$ cat config.mk
export PLATFORM = sky130hd
export DESIGN_NAME = command_frame_parser_core
export DESIGN_NICKNAME = d
export VERILOG_FILES = /design/src/rtl/cfp_pkg.sv /design/src/rtl/cfp_len_regs.sv /design/src/rtl/cfp_frame_fsm.sv /design/src/rtl/command_frame_parser_core.sv
export SDC_FILE = /design/constraint.sdc
export NUM_CORES = 1
export LEC_CHECK = 0
export BUFFER_PORTS_ARGS = -buffer_cell sky130_fd_sc_hd__buf_4
export CORE_ASPECT_RATIO = 0.5
export CORE_MARGIN = 2
export CORE_UTILIZATION = 50
export CTS_CLUSTER_DIAMETER = 30
export DETAILED_ROUTE_END_ITERATION = 10
export GPL_TIMING_DRIVEN = 0
export PLACE_DENSITY = 0.67
export SETUP_SLACK_MARGIN = 0.02
export SLEW_MARGIN = 30
export SYNTH_ARGS = -nofsm -noshare
export SYNTH_HDL_FRONTEND = slang
export SYNTH_SLANG_ARGS = --single-unit
$ cat constraint.sdc
create_clock -name clk -period 11.3 [get_ports clk]
set_input_delay 1.695 -clock clk [delete_from_list [all_inputs] [get_ports clk]]
set_output_delay 1.695 -clock clk [all_outputs]
set_load 0.02 [all_outputs]
$ cat src/rtl/cfp_pkg.sv
// Package for the command frame parser: transaction types, phase codes,
// register indexes and fixed constants. No dependencies.
`default_nettype none

package cfp_pkg;

    localparam int unsigned NUM_COMMANDS = 5;
    localparam int unsigned MAX_PAYLOAD  = 4;
    localparam int unsigned LEN_REGS     = 5;

    localparam logic [7:0] SYNC_BYTE = 8'h21;

    typedef logic [2:0] len_t;
    typedef logic [2:0] cfg_index_t;

    localparam len_t LEN_RESET [LEN_REGS] = '{3'd0, 3'd4, 3'd0, 3'd0, 3'd0};

    typedef enum logic [2:0] {
        PH_HUNT    = 3'd0,
        PH_SYNC2   = 3'd1,
        PH_CMD     = 3'd2,
        PH_PAYLOAD = 3'd3,
        PH_CHECK   = 3'd4
    } phase_t;

    typedef struct packed {
        logic       mode;
        logic [7:0] rx_byte;
    } item_t;

    typedef struct packed {
        logic [2:0]         command;
        logic signed [31:0] argument;
    } result_t;

    typedef struct packed {
        logic    fire;
        result_t res;
    } step_out_t;

endpackage

`default_nettype wire

$ cat src/rtl/cfp_len_regs.sv
// Payload length registers, one per command, with the lookup that clamps
// the length to the largest payload. Depends on cfp_pkg.
`default_nettype none

module cfp_len_regs (
    input  wire logic               clk,
    input  wire logic               rst_n,
    input  wire logic               cfg_we,
    input  wire cfp_pkg::cfg_index_t cfg_index,
    input  wire cfp_pkg::len_t      cfg_data,
    input  wire logic [2:0]         cmd,
    output cfp_pkg::len_t           len
);

    cfp_pkg::len_t len_reg [cfp_pkg::LEN_REGS];

    always_ff @(posedge clk or negedge rst_n)
    begin
        if (!rst_n)
        begin
            for (int i = 0; i < int'(cfp_pkg::LEN_REGS); i++)
            begin
                len_reg[cfp_pkg::cfg_index_t'(i)] <=
                    cfp_pkg::LEN_RESET[cfp_pkg::cfg_index_t'(i)];
            end
        end
        else if (cfg_we && (32'(cfg_index) < cfp_pkg::LEN_REGS))
        begin
            len_reg[cfg_index] <= cfg_data;
        end
    end

    always_comb
    begin
        cfp_pkg::len_t raw;
        raw = '0;
        if (32'(cmd) < cfp_pkg::LEN_REGS)
        begin
            raw = len_reg[cmd];
        end
        if (32'(raw) > cfp_pkg::MAX_PAYLOAD)
        begin
            len = cfp_pkg::len_t'(cfp_pkg::MAX_PAYLOAD);
        end
        else
        begin
            len = raw;
        end
    end

endmodule

`default_nettype wire

$ cat src/rtl/cfp_frame_fsm.sv
// Frame recognition state machine: sync hunt, command, payload assembly and
// checksum check, one byte per step. Depends on cfp_pkg.
`default_nettype none

module cfp_frame_fsm (
    input  wire logic           clk,
    input  wire logic           rst_n,
    input  wire logic           step,
    input  wire cfp_pkg::item_t item,
    output logic [2:0]          len_cmd,
    input  wire cfp_pkg::len_t  len,
    output cfp_pkg::step_out_t  step_out
);

    cfp_pkg::phase_t phase_reg, phase_next;
    logic [2:0]      cmd_reg, cmd_next;
    logic [7:0]      sum_reg, sum_next;
    logic [2:0]      left_reg, left_next;
    logic [1:0]      idx_reg, idx_next;
    logic [31:0]     word_reg, word_next;
    logic [2:0]      left_dec;
    logic [7:0]      b;

    assign b       = item.rx_byte;
    assign len_cmd = b[2:0];
    assign left_dec = (left_reg != 3'd0) ? (left_reg - 3'd1) : left_reg;

    always_comb
    begin
        phase_next = phase_reg;
        cmd_next   = cmd_reg;
        sum_next   = sum_reg;
        left_next  = left_reg;
        idx_next   = idx_reg;
        word_next  = word_reg;
        if (item.mode)
        begin
            phase_next = cfp_pkg::PH_HUNT;
        end
        else
        begin
            case (phase_reg)
                cfp_pkg::PH_SYNC2:
                begin
                    phase_next = (b == cfp_pkg::SYNC_BYTE) ? cfp_pkg::PH_CMD : cfp_pkg::PH_HUNT;
                end
                cfp_pkg::PH_CMD:
                begin
                    if (32'(b) < cfp_pkg::NUM_COMMANDS)
                    begin
                        cmd_next   = b[2:0];
                        sum_next   = b;
                        left_next  = len;
                        idx_next   = 2'd0;
                        word_next  = '0;
                        phase_next = (len != 3'd0) ? cfp_pkg::PH_PAYLOAD : cfp_pkg::PH_CHECK;
                    end
                    else
                    begin
                        phase_next = cfp_pkg::PH_HUNT;
                    end
                end
                cfp_pkg::PH_PAYLOAD:
                begin
                    case (idx_reg)
                        2'd0:    word_next = word_reg | {24'd0, b};
                        2'd1:    word_next = word_reg | {16'd0, b, 8'd0};
                        2'd2:    word_next = word_reg | {8'd0, b, 16'd0};
                        default: word_next = word_reg | {b, 24'd0};
                    endcase
                    sum_next  = sum_reg + b;
                    idx_next  = idx_reg + 2'd1;
                    left_next = left_dec;
                    if (left_dec == 3'd0)
                    begin
                        phase_next = cfp_pkg::PH_CHECK;
                    end
                end
                cfp_pkg::PH_CHECK:
                begin
                    phase_next = cfp_pkg::PH_HUNT;
                end
                default:
                begin
                    phase_next = (b == cfp_pkg::SYNC_BYTE) ? cfp_pkg::PH_SYNC2 : cfp_pkg::PH_HUNT;
                end
            endcase
        end
    end

    always_comb
    begin
        step_out.fire         = !item.mode && (phase_reg == cfp_pkg::PH_CHECK) && (b == sum_reg);
        step_out.res.command  = cmd_reg;
        step_out.res.argument = word_reg;
    end

    always_ff @(posedge clk or negedge rst_n)
    begin
        if (!rst_n)
        begin
            phase_reg <= cfp_pkg::PH_HUNT;
            cmd_reg   <= '0;
            sum_reg   <= '0;
            left_reg  <= '0;
            idx_reg   <= '0;
            word_reg  <= '0;
        end
        else if (step)
        begin
            phase_reg <= phase_next;
            cmd_reg   <= cmd_next;
            sum_reg   <= sum_next;
            left_reg  <= left_next;
            idx_reg   <= idx_next;
            word_reg  <= word_next;
        end
    end

endmodule

`default_nettype wire

$ cat src/rtl/command_frame_parser_core.sv
// Top level of the command frame parser: input register, frame state machine,
// length registers and result register. Depends on cfp_pkg, cfp_len_regs, cfp_frame_fsm.
//
// One received byte (or timeout marker) is taken per transaction and the block
// sustains one transaction per clock while no result is stalled. Each byte is
// held in the input register and then processed by the combinational parser
// update into the result register, so with the result register free a frame's
// result is presented once its checksum byte has passed the input register and
// the result register. While a result waits, the input register's byte waits
// too and item_ready drops; item_ready follows result_ready within the same cycle.
`default_nettype none

module command_frame_parser_core (
    input  wire logic                clk,
    input  wire logic                rst_n,
    input  wire logic                item_valid,
    output logic                     item_ready,
    input  wire cfp_pkg::item_t      item,
    output logic                     result_valid,
    input  wire logic                result_ready,
    output cfp_pkg::result_t         result,
    input  wire logic                cfg_we,
    input  wire cfp_pkg::cfg_index_t cfg_index,
    input  wire cfp_pkg::len_t       cfg_data
);

    logic               in_valid_reg;
    cfp_pkg::item_t     in_item_reg;
    logic               out_valid_reg;
    cfp_pkg::result_t   out_res_reg;
    logic               consume;
    logic [2:0]         len_cmd;
    cfp_pkg::len_t      len;
    cfp_pkg::step_out_t step_out;

    assign consume    = in_valid_reg && (!out_valid_reg || result_ready);
    assign item_ready = !in_valid_reg || consume;

    cfp_len_regs u_len (
        .clk       (clk),
        .rst_n     (rst_n),
        .cfg_we    (cfg_we),
        .cfg_index (cfg_index),
        .cfg_data  (cfg_data),
        .cmd       (len_cmd),
        .len       (len)
    );

    cfp_frame_fsm u_fsm (
        .clk      (clk),
        .rst_n    (rst_n),
        .step     (consume),
        .item     (in_item_reg),
        .len_cmd  (len_cmd),
        .len      (len),
        .step_out (step_out)
    );

    always_ff @(posedge clk or negedge rst_n)
    begin
        if (!rst_n)
        begin
            in_valid_reg  <= 1'b0;
            out_valid_reg <= 1'b0;
        end
        else
        begin
            if (item_ready)
            begin
                in_valid_reg <= item_valid;
            end
            if (consume)
            begin
                out_valid_reg <= step_out.fire;
            end
            else if (result_ready)
            begin
                out_valid_reg <= 1'b0;
            end
        end
    end

    always_ff @(posedge clk)
    begin
        if (item_ready && item_valid)
        begin
            in_item_reg <= item;
        end
        if (consume && step_out.fire)
        begin
            out_res_reg <= step_out.res;
        end
    end

    assign result_valid = out_valid_reg;
    assign result       = out_res_reg;

endmodule

`default_nettype wire

Word-level counts from Yosys, hierarchy flattened
Index checks and enable logic that the tools add are counted.
W data, S select, Z words.
{ "op_classes": {"add_sub_neg": 3, "n_mul": 0, "n_div": 0, "order_cmp": 7, "eq_ne": 10, "shift": 0, "mux": 27, "bitwise": 7, "reduce_logical": 21} }
{ "op_table": {"columns": ["op", "n"], "rows": [
  ["$pmux W32 S3", 1],
  ["$pmux W32 S2", 1],
  ["$mux W3", 11],
  ["$mux W32", 1],
  ["$or A32 B16 Y32", 1],
  ["$or A32 B24 Y32", 1],
  ["$or A32 B32 Y32", 1],
  ["$or A32 B8 Y32", 1],
  ["$pmux W8 S2", 1],
  ["$bwmux W15", 1],
  ["$pmux W3 S4", 1],
  ["$bmux W3 S3", 1],
  ["$demux W3 S3", 1],
  ["$add A8 B8 Y8", 1],
  ["$eq A8 B6 Y1 const B", 1],
  ["$eq A8 B8 Y1", 1],
  ["$ge A4 B4 Y1 const B", 2],
  ["$lt A8 B3 Y1 const B", 1],
  ["$mux W8", 1],
  ["$not A3 Y4", 2],
  ["$reduce_and A4 Y1", 2],
  ["$logic_and A1 B1 Y1", 7],
  ["$eq A3 B2 Y1 const B", 2],
  ["$lt A3 B3 Y1 const B", 2],
  ["22 further kinds", 30]
]} }
{ "totals": {"ff_bits": 112, "latch_bits": 0, "mem_bits_rw": 0, "rom_bits": 0, "inputBits": 20, "output_inout_bits": 37, "word_cells": 92, "memories": 0} }

Longest topological paths before layout
{ "depth": {"word_depth": 12, "mapped_depth": 8, "ltp_nobuf": 8} }

Modules after synthesis
Synthesis repeated with hierarchy kept, for this count alone.
{ "hier_totals": {"hier_cells": 397, "hier_area_um2": 4957.3} }
{ "modules_own_cells": {"columns": ["mod", "instances", "cells_each", "area_per_inst_um2", "seq_area_each_um2"], "rows": [
  ["cfp_frame_fsm", 1, 288, 2787.7, 1276.2],
  ["command_frame_parser_core", 1, 54, 1430.1, 1371.3],
  ["cfp_len_regs", 1, 55, 739.5, 376.6]
]} }

Worst setup path after synthesis
No wires, ideal clock.
{ "synth_path": {"path_kind": "input to register", "start": "input result_ready", "end": "register out_res_reg, in the netlist result[0], enable pin", "setup_ns": 0.471, "arrival_time_ns": 4.568, "t_required_ns": 10.829, "slack_ns": 6.261, "cell_stages": 3, "path_buffers": 0, "path_cell_list": "nand2b_1 nand3b_1 nor3_1"} }
{ "synth_between": {"elab_chain_cells": 3} }
{ "synth_rtl": {"columns": ["element", "line", "source"], "rows": [
  ["start: declaration", "command_frame_parser_core.sv:20", "input wire logic result_ready,"],
  ["$logic_or A1 B1 Y1", "command_frame_parser_core.sv:36", "assign consume = in_valid_reg && (!out_valid_reg || result_ready);"],
  ["$logic_and A1 B1 Y1", "command_frame_parser_core.sv:36", null],
  ["$logic_and A1 B1 Y1", "command_frame_parser_core.sv:89", "if (consume && step_out.fire)"],
  ["end signal: assignment", "command_frame_parser_core.sv:91", "out_res_reg <= step_out.res;"],
  ["end: declaration", "command_frame_parser_core.sv:30", "cfp_pkg::result_t out_res_reg;"]
]} }
No other way between the ends.
A chain may end at the register's enable or synchronous reset.

Final worst setup path
{ "layout_path": {"start": "input result_ready", "end": "output item_ready"} }
{ "layout_between": {"elab_chain_cells": 3} }
{ "layout_rtl": {"columns": ["element", "line", "source"], "rows": [
  ["$logic_or A1 B1 Y1", "command_frame_parser_core.sv:36", null],
  ["$logic_and A1 B1 Y1", "command_frame_parser_core.sv:36", null],
  ["$logic_or A1 B1 Y1", "command_frame_parser_core.sv:37", "assign item_ready = !in_valid_reg || consume;"],
  ["end: declaration", "command_frame_parser_core.sv:17", "output logic item_ready,"]
]} }
No other way between the ends.

==> run summary <==
outcome = finished clean
clk_skew = 0.0135 ns
asr flop ratio synth = 60.7%
YS warnings = 0
Synth Register Bits = 112
vias in the first global route = 3307
largest net degree at the start of global routing = 69
minimum hold slack = 0.451 ns
pwr/cell area = 144 nW/µm²
antenna violations before repair = 0
min-delay src = u_fsm.word_reg[13]
Primary FF master, synth = dfrtp_1
Setup TNS = 0 ns
root buffer cell = clkbuf_16
register area share after synthesis = 61.8%
Syn Inst Count = 379
Initial Util = 51.7%
Final setup viols = 0
worst r2r src = in_item_reg[3]
drt initial violations = 195
mapped cell area = 4900 µm²
minimum clock period = 3.89 ns
crit path kind = in2out
area grow syn2layout = 18.8%
IO buf count = 56
maximum fanout along the worst path = 3
clock sinks = 112
fin crit share = 34.4%
die area = 10700 µm²
Top Ports = 57
number of synthesized flops with an enable pin = 44
Max VDD drop = 76.8 µV
MaxCap Viol Count = 0
Post-CTS Setup Repair Bufs = 0
vias per inst = 5.57
crit path capture type = output port
Slew Limit Fails = 0
CTS tree = done
Core Region = 9480 µm²
gr ovfl total = 0
crit path launch type = input port
H-tree Lvls = 3
clock transition at the registers of the reported paths = 0.07 ns
post-cts resize count = 0
total wire length = 10500 µm
clock buffer count from CTS = 9
max_slew headroom = 41.1%
first-pass GRT wire length = 16900 µm
buffer depth of the longest clock path = 2
ant diodes = 0
final net count = 484
Die Y = 74.0 µm
Antenna Nets Post-Route = 0
Worst setup startpoint = result_ready
Placed Instances = 573
Finished Layout Cells = 589
post-synth net total = 414
Hold Buf Count CTS = 0
Rows = 25
routability cong. = 0.855
Unique masters post-synth = 61
placed wire-length estimate = 7420 µm
GRT Util Overall = 21.3%
Worst-Margin Slew = 0.884 ns
max reg flops = 35
WP data required = 9.61 ns
syn avg cell area = 12.9 µm²
Hold Vio Cnt, Final = 0
DRC = 0
Leak = 0.00262 µW
Worst-Skew Late Latency = 0.36 ns
RSZ-0062 raised after global routing = false
DR WL/cell = 17.8 µm
Horiz. Die Dim = 144 µm
layout cells sized above 1 = 24.7%
CP arrival = 2.20 ns
DRT Pass-1 Iters = 4
DR vias = 3279
fmax = 0.257 GHz
Hold Path Class = reg2reg
-- power by group --
group / switching (µW) / total, µW / internal [µW]
clock: 151 / 326 / 176
combinational: 32.5 / 60.1 / 27.6
sequential: 12.9 / 449 / 436
-- path summary, 6_finish.rpt --
path                                 endpoint  slack (ns)  cells after the start
setup / recovery                   item_ready        7.41                      3
hold / removal                     result[13]        0.45                      0
setup reg to reg                   result[24]        8.17                      7
hold reg to reg                    result[13]        0.45                      0
max in group asynchronous  u_fsm.word_reg[25]        9.26                      1
min in group asynchronous    u_len.len_reg[7]        1.43                      1
-- per-layer routing --
layer	track usage [%]	wire (µm)	share of wire, %
met3	4.70	463	4.4
met2	36.3	5090	49
met1	27.9	4770	45
met4	6.97	160	1.5
met5	0	0	0
-- placed cells by master (no fill, tap or decap), types with 4 or more instances in the layout --
cell type / Yosys / layout
nor2_1: 40 / 40
buf_4: 1 / 60
edfxtp_1: 44 / 44
a21oi_1: 37 / 37
a21o_1: 7 / 7
a31oi_1: 16 / 16
a22o_1: 5 / 5
dfrtp_1: 67 / 67
mux2_2: 16 / 16
nor3_1: 5 / 4
nor4_1: 6 / 6
o21ai_1: 10 / 10
nand2_1: 12 / 12
buf_2: 4 / 4
clkbuf_1: 6 / 7
ha_1: 14 / 14
o21ai_0: 5 / 5
nand3b_1: 4 / 4
inv_1: 12 / 12
clkbuf_16: 0 / 9
mux2i_1: 4 / 4
-- worst max-delay path, stage by stage --
cell and delay (ns):
buf_4 0.11, nand3b_1 0.20, buf_4 0.19
-- cell families (layout without fill, tap and decap cells) --
kind of cell	Yosys count	count (layout)	share of synthesized area, %
AOI/OAI and AO/OA	101	101	13.7
adders and majority gates	15	15	3.99
buffers and inverters	25	100	2.25
DFF	112	112	61.8
and+or+nand+nor	99	99	12.2
xor gates and xnor gates	4	4	0.716
muxes	23	23	5.42
-- stage by stage --
stage                     setup WS [ns]  area, µm²  util [%]  power [µW]
after CTS                          7.39       5820      61.4         840
after global routing               7.39       5820      61.4         863
after floorplan                    6.26       4900         -         491
final                              7.41       5820      61.4         836
after global placement             5.17       5490      57.9         514
after detailed placement           7.27       5510      58.2         518
-- synthesized netlist by cell type, drive strengths merged, types with 2 or more instances --
cell type	instances	area, µm²
inv	12	45.0
nand2b	3	18.8
nand3	2	10.0
a211oi	3	22.5
o31ai	2	15.0
buf	6	38.8
o22a	2	17.5
nand2	12	45.0
nor4bb	2	20.0
o21a	2	15.0
nand4	2	12.5
and2	2	15.0
mux2	18	203
a221o	2	20.0
nor3	8	67.6
xnor2	3	26.3
a22o	5	43.8
a21boi	3	48.8
mux2i	4	40.0
clkbuf	6	22.5
ha	14	175
nor2	40	150
nand4b	3	41.3
nor4	9	101
a21oi	37	185
nand3b	4	30.0
or3	2	12.5
dfrtp	67	1680
a31oi	17	121
edfxtp	44	1320
nor2b	3	18.8
a21o	7	52.6
nor4b	2	17.5
o21ai	16	83.8
-- layout make-up --
cell class	count	area, µm²
flip-flops and latches	112	3020
repair buffers	59	443
plain buffers	12	61.3
inverters	13	48.8
multi-input cells	242	1770
fillers	768	3660
clock inverters	6	75.1
clock buffers	10	229
well taps	135	169
(Power assumes the default switching activity.)
